--- config.mk ---
export PLATFORM = sky130hd
export DESIGN_NAME = brace_template_tokenizer
export DESIGN_NICKNAME = d
export VERILOG_FILES = /design/src/design/btt_pkg.sv /design/src/design/btt_core.sv /design/src/design/btt_outq.sv /design/src/design/brace_template_tokenizer.sv
export SDC_FILE = /design/constraint.sdc
export NUM_CORES = 1
export LEC_CHECK = 0
export BUFFER_PORTS_ARGS = -buffer_cell sky130_fd_sc_hd__clkbuf_2
export CAP_MARGIN = 20
export CORE_MARGIN = 1
export CORE_UTILIZATION = 30
export DETAILED_ROUTE_END_ITERATION = 16
export GPL_TIMING_DRIVEN = 0
export PLACE_DENSITY = 0.56
export SYNTH_ARGS = -nofsm -noshare
export SYNTH_HDL_FRONTEND = slang
export SYNTH_SLANG_ARGS = --single-unit
--- constraint.sdc ---
create_clock -name clk -period 11.65 [get_ports clk]
set_input_delay 2.33 -clock clk [delete_from_list [all_inputs] [get_ports clk]]
set_output_delay 2.33 -clock clk [all_outputs]
set_load 0.05 [all_outputs]
--- src/design/btt_pkg.sv ---
// Shared types, constants and helpers of the brace template tokenizer.
package btt_pkg;

  localparam int MAX_LEN = 1024;
  localparam int POS_W   = $clog2(MAX_LEN + 1);
  localparam logic [POS_W-1:0] POS_ONE = POS_W'(1);
  localparam logic [POS_W-1:0] POS_MAX = POS_W'(MAX_LEN);

  localparam logic [7:0] CH_OPEN  = 8'h7B;
  localparam logic [7:0] CH_CLOSE = 8'h7D;
  localparam logic [7:0] CH_COLON = 8'h3A;
  localparam logic [7:0] CH_HASH  = 8'h23;
  localparam logic [7:0] CH_DOT   = 8'h2E;

  localparam int MAX_RES = 3;

  typedef enum logic [2:0] {
    KIND_EXPR      = 3'd0,
    KIND_ESC_OPEN  = 3'd1,
    KIND_ESC_CLOSE = 3'd2,
    KIND_LONE      = 3'd3,
    KIND_SYNTAX    = 3'd4,
    KIND_SPEC      = 3'd5,
    KIND_END       = 3'd6
  } kind_t;

  typedef enum logic [1:0] {
    FMT_NONE  = 2'd0,
    FMT_INT   = 2'd1,
    FMT_FLOAT = 2'd2
  } fmt_t;

  typedef enum logic [1:0] {
    PEND_NONE  = 2'd0,
    PEND_OPEN  = 2'd1,
    PEND_CLOSE = 2'd2
  } pend_t;

  typedef struct packed {
    kind_t            token_kind;
    logic [POS_W-1:0] range_start;
    logic [POS_W-1:0] range_end;
    logic [POS_W-1:0] name_end;
    fmt_t             format_kind;
    logic [7:0]       whole_digits;
    logic             whole_given;
    logic [7:0]       fraction_digits;
  } res_t;

  // Up to three results caused by one byte, in emit order.
  typedef struct packed {
    logic [1:0]            cnt;
    res_t [MAX_RES-1:0]    slot;
  } group_t;

  // Open expression bookkeeping.
  typedef struct packed {
    logic             active;
    logic [POS_W-1:0] start;
    logic             colon;
    logic [POS_W-1:0] colon_pos;
    logic [7:0]       hash_pre;
    logic [7:0]       hash_post;
    logic [1:0]       dots;
    logic             foreign;
  } expr_t;

  function automatic res_t mk_range(kind_t k, logic [POS_W-1:0] s, logic [POS_W-1:0] e);
    res_t r;
    r                 = '0;
    r.token_kind      = k;
    r.range_start     = s;
    r.range_end       = e;
    r.format_kind     = FMT_NONE;
    return r;
  endfunction

endpackage

--- src/design/btt_core.sv ---
// Scan state and per-byte token decode; builds the result group for one byte.
module btt_core import btt_pkg::*; (
  input  logic       clk,
  input  logic       rst_n,
  input  logic       advance,
  input  logic [7:0] text_byte,
  input  logic       final_byte,
  output group_t     grp
);

  logic [POS_W-1:0] pos_r, pos_nxt;
  pend_t            pend_r, pend_nxt;
  expr_t            exp_r, exp_nxt;

  logic             act;
  logic             m_v, t_v;
  res_t             m_res, t_res, e_res;
  logic             do_in, do_out;
  expr_t            e;
  logic [POS_W-1:0] size;
  logic [1:0]       n;

  always_comb begin
    act      = (pos_r < POS_MAX);
    pos_nxt  = pos_r;
    pend_nxt = pend_r;
    e        = exp_r;
    m_v      = 1'b0;
    m_res    = mk_range(KIND_END, '0, '0);
    do_in    = 1'b0;
    do_out   = 1'b0;

    if (act) begin
      pos_nxt = pos_r + POS_ONE;
      case (pend_r)
        PEND_OPEN: begin
          pend_nxt = PEND_NONE;
          if (text_byte == CH_OPEN) begin
            m_v   = 1'b1;
            m_res = mk_range(KIND_ESC_OPEN, pos_r - POS_ONE, pos_r + POS_ONE);
          end else begin
            e           = '0;
            e.active    = 1'b1;
            e.start     = pos_r - POS_ONE;
            do_in       = 1'b1;
          end
        end
        PEND_CLOSE: begin
          pend_nxt = PEND_NONE;
          if (text_byte == CH_CLOSE) begin
            m_v   = 1'b1;
            m_res = mk_range(KIND_ESC_CLOSE, pos_r - POS_ONE, pos_r + POS_ONE);
          end else begin
            m_v    = 1'b1;
            m_res  = mk_range(KIND_LONE, pos_r - POS_ONE, pos_r);
            do_out = 1'b1;
          end
        end
        default: begin
          if (exp_r.active) do_in = 1'b1;
          else              do_out = 1'b1;
        end
      endcase

      if (do_out) begin
        if (text_byte == CH_OPEN)       pend_nxt = PEND_OPEN;
        else if (text_byte == CH_CLOSE) pend_nxt = PEND_CLOSE;
      end

      if (do_in) begin
        if (text_byte == CH_OPEN) begin
          // Nested open: report, then rescan the brace from outside.
          m_v      = 1'b1;
          m_res    = mk_range(KIND_SYNTAX, e.start, pos_r);
          e.active = 1'b0;
          pend_nxt = PEND_OPEN;
        end else if (text_byte == CH_CLOSE) begin
          e.active = 1'b0;
          m_v      = 1'b1;
          m_res    = mk_range(KIND_EXPR, e.start, pos_r + POS_ONE);
          if (!e.colon) begin
            m_res.name_end = pos_r;
          end else if (e.foreign || e.dots > 2'd1 || (e.dots == 2'd0 && e.hash_pre == 8'd0)
                       || (e.dots != 2'd0 && e.hash_post == 8'd0)) begin
            m_res.token_kind = KIND_SPEC;
            m_res.name_end   = e.colon_pos;
          end else if (e.dots == 2'd0) begin
            m_res.name_end     = e.colon_pos;
            m_res.format_kind  = FMT_INT;
            m_res.whole_digits = e.hash_pre;
            m_res.whole_given  = 1'b1;
          end else begin
            m_res.name_end        = e.colon_pos;
            m_res.format_kind     = FMT_FLOAT;
            m_res.whole_digits    = e.hash_pre;
            m_res.whole_given     = (e.hash_pre != 8'd0);
            m_res.fraction_digits = e.hash_post;
          end
        end else if (e.colon) begin
          if (text_byte == CH_HASH) begin
            if (e.dots == 2'd0) begin
              if (e.hash_pre != 8'hFF) e.hash_pre = e.hash_pre + 8'd1;
            end else if (e.hash_post != 8'hFF) begin
              e.hash_post = e.hash_post + 8'd1;
            end
          end else if (text_byte == CH_DOT) begin
            if (e.dots != 2'd2) e.dots = e.dots + 2'd1;
          end else begin
            e.foreign = 1'b1;
          end
        end else if (text_byte == CH_COLON) begin
          e.colon     = 1'b1;
          e.colon_pos = pos_r;
        end
      end
    end

    // End of template: flush what is still open, then the end marker.
    size  = pos_nxt;
    t_v   = 1'b0;
    t_res = mk_range(KIND_SYNTAX, e.start, size);
    e_res = mk_range(KIND_END, size, size);
    if (final_byte) begin
      case (pend_nxt)
        PEND_OPEN: begin
          t_v   = 1'b1;
          t_res = mk_range(KIND_SYNTAX, size - POS_ONE, size);
        end
        PEND_CLOSE: begin
          t_v   = 1'b1;
          t_res = mk_range(KIND_LONE, size - POS_ONE, size);
        end
        default: t_v = e.active;
      endcase
    end

    exp_nxt = e;
    if (final_byte) begin
      pos_nxt  = '0;
      pend_nxt = PEND_NONE;
      exp_nxt  = '0;
    end
  end

  // Pack results densely in emit order.
  always_comb begin
    grp      = '0;
    n        = 2'd0;
    if (m_v) begin
      grp.slot[n] = m_res;
      n           = n + 2'd1;
    end
    if (t_v) begin
      grp.slot[n] = t_res;
      n           = n + 2'd1;
    end
    if (final_byte) begin
      grp.slot[n] = e_res;
      n           = n + 2'd1;
    end
    grp.cnt = n;
  end

  always_ff @(posedge clk) begin
    if (!rst_n) begin
      pos_r  <= '0;
      pend_r <= PEND_NONE;
      exp_r  <= '0;
    end else if (advance) begin
      pos_r  <= pos_nxt;
      pend_r <= pend_nxt;
      exp_r  <= exp_nxt;
    end
  end

endmodule

--- src/design/btt_outq.sv ---
// Result group register; hands out its results one beat at a time.
module btt_outq import btt_pkg::*; (
  input  logic   clk,
  input  logic   rst_n,
  input  logic   load,
  input  group_t grp_in,
  output logic   free,
  output logic   out_valid,
  output logic   out_last,
  input  logic   out_ready,
  output res_t   out_res
);

  logic [1:0]         cnt_r;
  logic [1:0]         idx_r;
  res_t [MAX_RES-1:0] slot_r;
  logic               beat_done;

  assign out_valid = (cnt_r != 2'd0);
  assign out_last  = (idx_r == cnt_r - 2'd1);
  assign out_res   = slot_r[idx_r];
  assign beat_done = out_valid && out_ready;
  assign free      = !out_valid || (beat_done && out_last);

  always_ff @(posedge clk) begin
    if (!rst_n) begin
      cnt_r <= 2'd0;
      idx_r <= 2'd0;
    end else if (load) begin
      cnt_r <= grp_in.cnt;
      idx_r <= 2'd0;
    end else if (beat_done) begin
      if (out_last) begin
        cnt_r <= 2'd0;
        idx_r <= 2'd0;
      end else begin
        idx_r <= idx_r + 2'd1;
      end
    end
  end

  always_ff @(posedge clk) begin
    if (load) slot_r <= grp_in.slot;
  end

endmodule

--- src/design/brace_template_tokenizer.sv ---
// Top level of the brace template tokenizer: input register, scanner, result queue.
// Path: input register, then the combinational scanner, then the result group register.
// Throughput: one byte per cycle while each byte yields at most one result
// and out_tready is high; more results (up to three) hold the register until all are taken.
// The result group register sets the rate: it takes a new group only as the old drains.
// Reset: synchronous, active-low rst_n; clears position, brace and expression state.
module brace_template_tokenizer import btt_pkg::*; (
  input  logic        clk,
  input  logic        rst_n,
  // Template bytes
  input  logic        in_tvalid,
  output logic        in_tready,
  input  logic [7:0]  in_tdata,   // [7:0] text_byte
  input  logic        in_tlast,   // final_byte
  // Tokens
  output logic        out_tvalid,
  input  logic        out_tready,
  output logic [55:0] out_tdata,  // [10:0] range_start, [21:11] range_end,
                                  // [32:22] name_end, [34:33] format_kind,
                                  // [42:35] whole_digits, [43] whole_given,
                                  // [51:44] fraction_digits, [55:52] zero
  output logic [2:0]  out_tuser,  // token_kind
  output logic        out_tlast   // run_last
);

  logic       in_v_r;
  logic [7:0] byte_r;
  logic       final_r;
  logic       advance;
  logic       grp_free;
  group_t     grp;
  res_t       res;

  // Advance the held byte through the scanner once the result group is free.
  assign advance   = in_v_r && grp_free;
  assign in_tready = !in_v_r || advance;

  always_ff @(posedge clk) begin
    if (!rst_n) begin
      in_v_r <= 1'b0;
    end else if (in_tready) begin
      in_v_r <= in_tvalid;
    end
  end

  // Hold the payload until the scanner takes it.
  always_ff @(posedge clk) begin
    if (in_tready) begin
      byte_r  <= in_tdata;
      final_r <= in_tlast;
    end
  end

  btt_core u_core (
    .clk        (clk),
    .rst_n      (rst_n),
    .advance    (advance),
    .text_byte  (byte_r),
    .final_byte (final_r),
    .grp        (grp)
  );

  // A byte with no results still loads, which just leaves the queue empty.
  btt_outq u_outq (
    .clk       (clk),
    .rst_n     (rst_n),
    .load      (advance),
    .grp_in    (grp),
    .free      (grp_free),
    .out_valid (out_tvalid),
    .out_last  (out_tlast),
    .out_ready (out_tready),
    .out_res   (res)
  );

  assign out_tuser = res.token_kind;
  assign out_tdata = {4'd0, res.fraction_digits, res.whole_given, res.whole_digits,
                      res.format_kind, res.name_end, res.range_end, res.range_start};

endmodule

# Yosys cells after proc, flatten, opt, wreduce, memory -nomap -nowiden
# Cells that the tools add are included.
# word_totals
register_bits	235
input_bits	13
# classes
add_sub_neg	10
magnitude_cmp	7
n_eq_ne	13
mux	83
bitwise	1
reduce_logical	28
# ops
operator	n
2-to-1 mux 55 bit	10
bitwise mux 165 bit	2
2-to-1 mux 165 bit	2
demux 55 bit (select 2 bit)	2
one-hot mux 55 bit (2 select lines)	2
2-to-1 mux 43 bit	5
binary-select mux 55 bit (select 2 bit)	1
2-to-1 mux 31 bit	3
2-to-1 mux 19 bit	3
2-to-1 mux 53 bit	1
2-to-1 mux 11 bit	4
2-to-1 mux 8 bit	5
2-to-1 mux 2 bit	16
equality test 8 x 6 -> 1 bit, second input constant	3
2-to-1 mux 12 bit	2
subtractor 11 x 1 -> 11 bit, second input constant	2
2-to-1 mux 1 bit	18
adder 8 x 1 -> 8 bit, second input constant	2
equality test 8 x 7 -> 1 bit, second input constant	2
zero test 8 bit	2
2-to-1 mux 16 bit	1
inequality test 8 bit, second input constant	2
adder 11 x 1 -> 11 bit, second input constant	1
< comparator 11 bit, second input constant	1
other kinds (23)	50

# Depth between registers and ports, before layout
# Gate-level depths: netlist of the first run.
# logic_depth
word_depth	22
ltp_mapped	20
depth_no_buf	18

# Hierarchy
# From an unflattened synthesis of the first run, not the netlist that was laid out.
# unflattened
cells_unflattened	1344
area_unflattened_um2	13615.6
# by_module_without_submodules
module	instances	cells_per_inst	area_per_inst_um2	seq_area_each_um2
btt_outq	1	379	6742.7	5034.8
btt_core	1	946	6512.5	1121.1
brace_template_tokenizer	1	19	360.3	290.3

# Least setup slack after synthesis of the first run
# OpenSTA, ideal clock, no wires.
# synth_timing
kind	input to output
start	input out_tready
end	output in_tready
arrival_time_ns	3.174
t_required_ns	9.320
path_slack_ns	6.146
cell_stages	3
cell_sequence	nor2b_1 nand2_1 nand3_1
# synth_via
elab_chain_cells	5
# synth_lines
item	line	rtl
start, declared	brace_template_tokenizer.sv:17	input logic out_tready,
logical AND 1 bit	btt_outq.sv:22	assign beat_done = out_valid && out_ready;
logical AND 1 bit	btt_outq.sv:23	assign free = !out_valid || (beat_done && out_last);
logical OR 1 bit	btt_outq.sv:23	
logical AND 1 bit	brace_template_tokenizer.sv:35	assign advance = in_v_r && grp_free;
logical OR 1 bit	brace_template_tokenizer.sv:36	assign in_tready = !in_v_r || advance;
end, declared	brace_template_tokenizer.sv:12	output logic in_tready,
# No other way between the ends.

==> impl_results.md, run 1 <==
* Most frequent CP cell: nand2_1
* Setup TNS at 0 ps
* Drt initial violations at a little under 800
* RSZ-0062 raised after global routing: no
* Final min period at 6370 ps
* Antenna Nets Post-Route at 0
* Boundary pin count at 75
* Clock Skew at 11.5 ps
* CTS Buffer Depth at 2
* Worst hold path class: flip-flop to flip-flop
* Syn Area/Cell at between 9 and 10 um^2
* Worst skew pair latency at approximately 430 ps
* Xor/xnor share of the synthesized area at roughly 2.1%
* CP required at approximately 12,000 ps
* CP Cell Sequence: nand2b_1 -> buf_6 -> nor3_1 -> a21oi_1 -> o21ai_0 -> o21ai_0 -> ha_1 -> nand2b_1 -> o311ai_0 -> inv_1 -> ha_1 -> nand2_1 -> nand2_1 -> a211oi_1 -> nand2_1 -> or3_1 -> clkbuf_1 -> nor2_1 -> and2_1
* Cts repair resizes at 0
* Arrival time worst endpoint at 6670 ps
* Mapped Area at about 9400 um^2
* Leakage at about 3.6 nW
* Top FF cell, synth: edfxtp_1
* Final setup violating endpoints at 0
* Crit. End Element: flip-flop
* Slowest cell on crit path: a211oi_1
* # H-tree levels at 4
* Number of synthesized flops with an enable pin at 101
* Register area share after synthesis at between 40% and 50%
* F_max at 157 MHz
* FFs w/ async S/R, synth at 0%
* Largest net degree at the start of global routing at 60
* Buffers & Inverters on Critical Path at 3
* Clk root buf: clkbuf_16
* Clock slew at reported path FFs at ~60 ps
* Worst path top cell family by delay: simple AND/OR/NAND/NOR gates
* CP Max Fanout at 9
* Worst setup margin at 5280 ps
* Main combinational cell family by area after synthesis: simple AND/OR/NAND/NOR gates
* Number of distinct library cells after synthesis at 82
* Rel. slew slack at between 20% and 30%
* Simple-Gate Fraction of Synth Area at approximately 22%
* CTS tree: done
* ANT cells at 0
* Complex-gate fraction of the synthesized area at around 20%
* Total grt overflow at 0
* Hold slack at between 400 and 500 ps
* Clock buffer count from CTS at 17
* Critical Path Source Type: flip-flop
* P&R area growth vs syn at 15.8%
* GRT Resource Usage Total at between 10% and 20%
* Setup Buffers After CTS at 0
* Worst path max stage delay at ~900 ps
* Port-buffer cells at 70
* Max-cap violations at 0
* Routability cong. at 0.932
* Clk sinks at roughly 160
* Status: finished, final reports clean
* Post-Place Worst Slack at 5440 ps
* DP Wirelength at ~22,000 um
* Die area at approximately 32,000 um^2
* Peak supply drop at ~0.097 mV
* DIE WIDTH at 179 um
* Routed vias/inst at 5.45
* Adder-cell share of the synthesized area at 2.53%
* YS warnings at 0
* Fin cells at 1,541
* Synth Instances at approximately 1,000
* DRT Pass-1 Iters at 7
* Slew Viols, Final at 0
* Power Density at around 130 nW/um^2
* Die height at between 150 and 200 um
* Dpl cells at about 1,500
* Most common cell after layout, fill and taps aside: nand2_1
* Period utilization at 54.7%
* Row count at 64
* Synthesis-stage register bit count at between 150 and 200
* Routed WL at 29,300 um
* Mux cell area share after synthesis at 3.21%
* Vias in the first global route at about 7,900
* Initial antenna violation count at 0
* Hold Buf Count CTS at 0
* Drt drc at 0
* Critical path class: flip-flop to flip-flop
* Via count at around 8,400
* First-pass GRT wire length at 45,200 um
* Most frequent cells in the layout: nand2_1, edfxtp_1, nor2_1
* Wire length per cell at 19.0 um
* Final Net Count at approximately 1,200
* Starting density of the core at 30.6%
* Worst-Margin Slew at 1080 ps
* Final Hold Fails at 0
* Core area at around 31,000 um^2
* Share of layout cells above drive strength 1 at roughly 12%
Yosys cell counts, drive strengths merged (9+ instances only):
cell type | number | area share, %
a21oi | 68 | 3.6
o22ai | 20 | 1.3
buf | 19 | 1.2
nand4 | 13 | 0.93
xor2 | 15 | 1.4
ha | 19 | 2.5
o21ai | 84 | 4.5
a211oi | 11 | 0.93
and2 | 55 | 3.7
nand2 | 127 | 5.1
edfxtp | 101 | 32
o211ai | 10 | 0.80
a22oi | 13 | 1.0
nor2 | 88 | 3.5
nor2b | 12 | 0.80
inv | 29 | 1.2
mux2i | 29 | 3.1
nor3 | 28 | 1.5
clkbuf | 53 | 2.1
o31ai | 9 | 0.87
nand2b | 11 | 0.73
nand3 | 19 | 1.0
dfxtp | 61 | 13
a22o | 16 | 1.5
state kept, by name, summed over array words and instances, names as in the netlist:
register,count
u_outq.slot_r,92
u_core.exp_r,43
u_core.pos_r,11
byte_r,8
u_core.pend_r,2
u_outq.cnt_r,2
u_outq.idx_r,2
final_r,1
in_v_r,1
worst paths after layout:
path | start | end | slack (ps) | cells after the start
worst max-delay path | byte_r[2]$_DFFE_PP_ | u_outq.slot_r[13]$_DFFE_PP_ | 5280 | 19
worst min register to register | u_core.exp_r[29]$_SDFFE_PN0P_ | u_core.exp_r[29]$_SDFFE_PN0P_ | 470 | 1
worst min-delay path | u_core.exp_r[29]$_SDFFE_PN0P_ | u_core.exp_r[29]$_SDFFE_PN0P_ | 470 | 1
worst max register to register | byte_r[2]$_DFFE_PP_ | u_outq.slot_r[13]$_DFFE_PP_ | 5280 | 19
cell families (layout without fill, tap and decap cells):
logic type | after synthesis | after routing
and+or+nand+nor | 404 | 404
other | 1 | 4
adders and majority gates | 19 | 19
xor gates and xnor gates | 23 | 23
AOI/OAI and AO/OA | 297 | 297
muxes | 30 | 30
buffers and inverters | 102 | 206
DFF | 162 | 162
through the flow:
stage	utilization [%]	instance area, um^2	total power [W]
2_1_floorplan	-	9400	0.000770
3_3_place_gp	33.4	10200	0.000817
3_5_place_dp	33.5	10300	0.000818
4_1_cts	35.4	10900	0.00139
5_1_grt	35.4	10900	0.00143
6_report	35.4	10900	0.00138
routing by layer:
metal	wire, um	part of all wire, %	up-vias	global-route usage, %
li1	-	-	3994	-
met1	13100	45	3995	24.7
met2	13100	45	360	29.2
met3	2400	8.2	56	4.81
met4	735	2.5	0	6.96
met5	0	0	-	0
area by class of cell:
type                       count  area (um^2)
multi-input combinational    777         4720
tap                          396          495
clock buffer                  23          458
fill                        3168        19800
buffer                        72          310
clock inverter                 9          133
sequential                   162         4250
timing repair buffer          72          385
inverter                      30          115
report_power, final:
part	switching, W	internal [W]	total (W)
clock network	0.000228	0.000343	0.000571
registers	0.00000846	0.000630	0.000639
logic	0.000128	0.0000385	0.000167
No activity file was read; power rests on OpenSTA's default activity.
==> inputs of run 2 (changes only) <==
--- a/config.mk
+++ b/config.mk
@@ -11,7 +11,7 @@
 export CORE_UTILIZATION = 30
 export DETAILED_ROUTE_END_ITERATION = 16
 export GPL_TIMING_DRIVEN = 0
-export PLACE_DENSITY = 0.56
+export PLACE_DENSITY = 0.57
 export SYNTH_ARGS = -nofsm -noshare
 export SYNTH_HDL_FRONTEND = slang
 export SYNTH_SLANG_ARGS = --single-unit
==> constraint.sdc (replaced) <==
create_clock -name clk -period 5.3 [get_ports clk]
set_input_delay 1.06 -clock clk [delete_from_list [all_inputs] [get_ports clk]]
set_output_delay 1.06 -clock clk [all_outputs]
set_load 0.05 [all_outputs]
==> impl_results.md, run 2 (same netlist as run 1, synthesis figures left out) <==
* Status: finished, final reports clean
* Largest register FFs at 92 (unchanged)
* Clk sinks at 162 (unchanged)
* Clock slew at reported path FFs at 70 ps (about the same)
* Via count at 8,344 (-0.73%)
* CTS tree: done
* Final setup violating endpoints at 0 (unchanged)
* F_max at 204 MHz (+30%)
* Slew Viols, Final at 0 (unchanged)
* Drt drc at 0 (unchanged)
* Clock buffer count from CTS at 17 (unchanged)
* Worst reg2reg endpoint: u_outq.slot_r[6]$_DFFE_PP_
* Period utilization at 92.6% (+38 points)
* Share of layout cells above drive strength 1 at 12.8% (+0.69 points)
* Area of the multi-input gates at 4760 um^2 (+0.82%)
* Routability cong. at 0.929 (-0.30%)
* Fillers at 3,170 (+0.063%)
* Critical path class: flip-flop to flip-flop
* Port-buffer cells at 70 (unchanged)
* Critical Path Source Type: flip-flop
* Die area at 32,000 um^2 (unchanged)
* DIE WIDTH at 179 um (unchanged)
* Total grt overflow at 0 (unchanged)
* Worst reg-to-reg setup slack at 390 ps (-4880 ps)
* Hold Path Depth at 1 (unchanged)
* Hold slack at 470 ps (+0.0870 ps)
* Vias in the first global route at 7,853 (-0.82%)
* Worst-Margin Slew at 1040 ps (-42.9 ps)
* Starting density of the core at 30.6% (unchanged)
* Most frequent cells in the layout: nand2_1, edfxtp_1, nor2_1
* Worst hold path class: flip-flop to flip-flop
* CP Cell Sequence: buf_2 -> buf_2 -> clkbuf_1 -> a21oi_1 -> a22oi_1 -> inv_1 -> ha_1 -> nand2b_2 -> o311ai_2 -> inv_1 -> ha_1 -> nand2_2 -> nand2_1 -> a211oi_4 -> nand2_1 -> or3_1 -> clkbuf_1 -> nor2_2 -> and2_1
* Routed WL at 29,000 um (-0.93%)
* Drt initial violations at 828 (+5.9%)
* ANT cells at 0 (unchanged)
* Peak supply drop at 0.216 mV (+120%)
* Top flop regs: u_outq.slot_r x92, u_core.exp_r x43, u_core.pos_r x11
* Worst flop-to-flop path startpoint: u_core.pos_r[10]$_SDFFE_PN0P_
* Power Density at 277 nW/um^2 (+120%)
* Arrival time worst endpoint at 5200 ps (-1470 ps)
* CTS Buffer Depth at 2 (unchanged)
* Die height at 179 um (unchanged)
* Wire length per cell at 18.8 um (-1.0%)
* Reg2Reg Depth at 19 (unchanged)
* CP required at 5600 ps (-6350 ps)
* Crit. End Element: flip-flop
* Final Net Count at 1,166 (+0.17%)
* Worst path max stage delay at 530 ps (-370 ps)
* Clock Skew at 12.1 ps (+0.665 ps)
* P&R area growth vs syn at 16.4%
* Routed vias/inst at 5.41 (-0.79%)
* Hold Buf Count CTS at 0 (unchanged)
* Reg area at 4250 um^2 (unchanged)
* DRT Pass-1 Iters at 6 (-1)
* Leakage at 3.65 nW (+0.53%)
* Slowest cell on crit path: clkbuf_1
* Largest net degree at the start of global routing at 56 (-6.7%)
* Clk root buf: clkbuf_16
* Final core utilization at 35.6% (+0.17 points)
* DP Wirelength at 21,600 um (-1.1%)
* GRT Resource Usage Total at 18.5% (-0.15 points)
* Final Hold Fails at 0 (unchanged)
* Worst skew pair latency at 440 ps (about the same)
* Most common cell after layout, fill and taps aside: nand2_1
* Max-cap violations at 0 (unchanged)
* CP Max Fanout at 10 (+1)
* Hold wc startpoint: u_core.exp_r[29]$_SDFFE_PN0P_
* Boundary pin count at 75 (unchanged)
* Hold path endpoint: u_core.exp_r[29]$_SDFFE_PN0P_
* Largest reg by FF count: u_outq.slot_r
* Initial antenna violation count at 0 (unchanged)
* RSZ-0062 raised after global routing: no
* Antenna Nets Post-Route at 0 (unchanged)
* # H-tree levels at 4 (unchanged)
* First-pass GRT wire length at 45,200 um (about the same)
* Row count at 64 (unchanged)
* Core area at 30,700 um^2 (unchanged)
* Final min period at 4910 ps (-1470 ps)
* Rel. slew slack at 30.3% (+3.5 points)
==> run 2: final cells by class <==
class / instances / share of cell area (%)
Buffer: 72 / 2.84
Clock buffer: 17 / 3.89
Inverter: 30 / 1.05
Sequential cell: 162 / 38.9
Multi-Input combinational cell: 777 / 43.6
Clock inverter: 14 / 1.49
Timing Repair Buffer: 74 / 3.67
Tap cell: 396 / 4.54
==> run 2: worst max path at each step <==
stage                                  startpoint                           to  cells after the start
global placement              byte_r[2]$_DFFE_PP_  u_outq.slot_r[16]$_DFFE_PP_                     19
finish              u_core.pos_r[10]$_SDFFE_PN0P_   u_outq.slot_r[6]$_DFFE_PP_                     19
floorplan                     byte_r[2]$_DFFE_PP_  u_outq.slot_r[11]$_DFFE_PP_                     19
CTS                 u_core.pend_r[0]$_SDFFE_PN0P_  u_outq.slot_r[16]$_DFFE_PP_                     20
detailed placement            byte_r[2]$_DFFE_PP_  u_outq.slot_r[16]$_DFFE_PP_                     19
global route        u_core.pend_r[0]$_SDFFE_PN0P_   u_outq.slot_r[6]$_DFFE_PP_                     20
==> run 2: what timing repair did <==
action,CTS,global route
resized for setup,5,4
endpoints found under the hold margin,0,0
endpoints found under the setup margin,30,19
pin swaps,0,1
buffers inserted,0,2
==> run 2: layer usage <==
layer / up-vias / wire (um) / share of wire, % / GRT usage (%)
li1: 4002 / - / - / -
met1: 3981 / 13400 / 46 / 25.8
met4: 0 / 471 / 1.6 / 5.16
met2: 329 / 13300 / 46 / 29.1
met5: - / 0 / 0 / 0
met3: 32 / 1940 / 6.7 / 3.35
==> run 2: report_power, final <==
group,leakage [nW],switching (W),internal (W)
Sequential,1.45,0.0000187,0.00139
Combinational,1.93,0.000282,0.0000847
Clock,0.276,0.000519,0.000736
Total,3.65,0.000820,0.00221
==> run 2: metrics by stage <==
step | worst slack [ps] | cell area, um^2 | setup TNS [ps] | instances | power, W
after global placement | -829 | 10200 | -20250 | 1507 | 0.00180
after floorplan | 976 | 9400 | 0 | 1041 | 0.00169
after CTS | 81.1 | 10900 | 0 | 1540 | 0.00306
final | 392 | 10900 | 0 | 1542 | 0.00303
after detailed placement | -755 | 10300 | -15520 | 1509 | 0.00180
after global routing | 27.3 | 10900 | 0 | 1542 | 0.00313
==> run 2: critical path, delay by kind of cell, from the launching register on <==
family	cells	cell delay [ps]
compound gates	4	850
simple gates	7	1560
buf+inv	6	1530
flops	1	300
fa+ha+maj	2	540
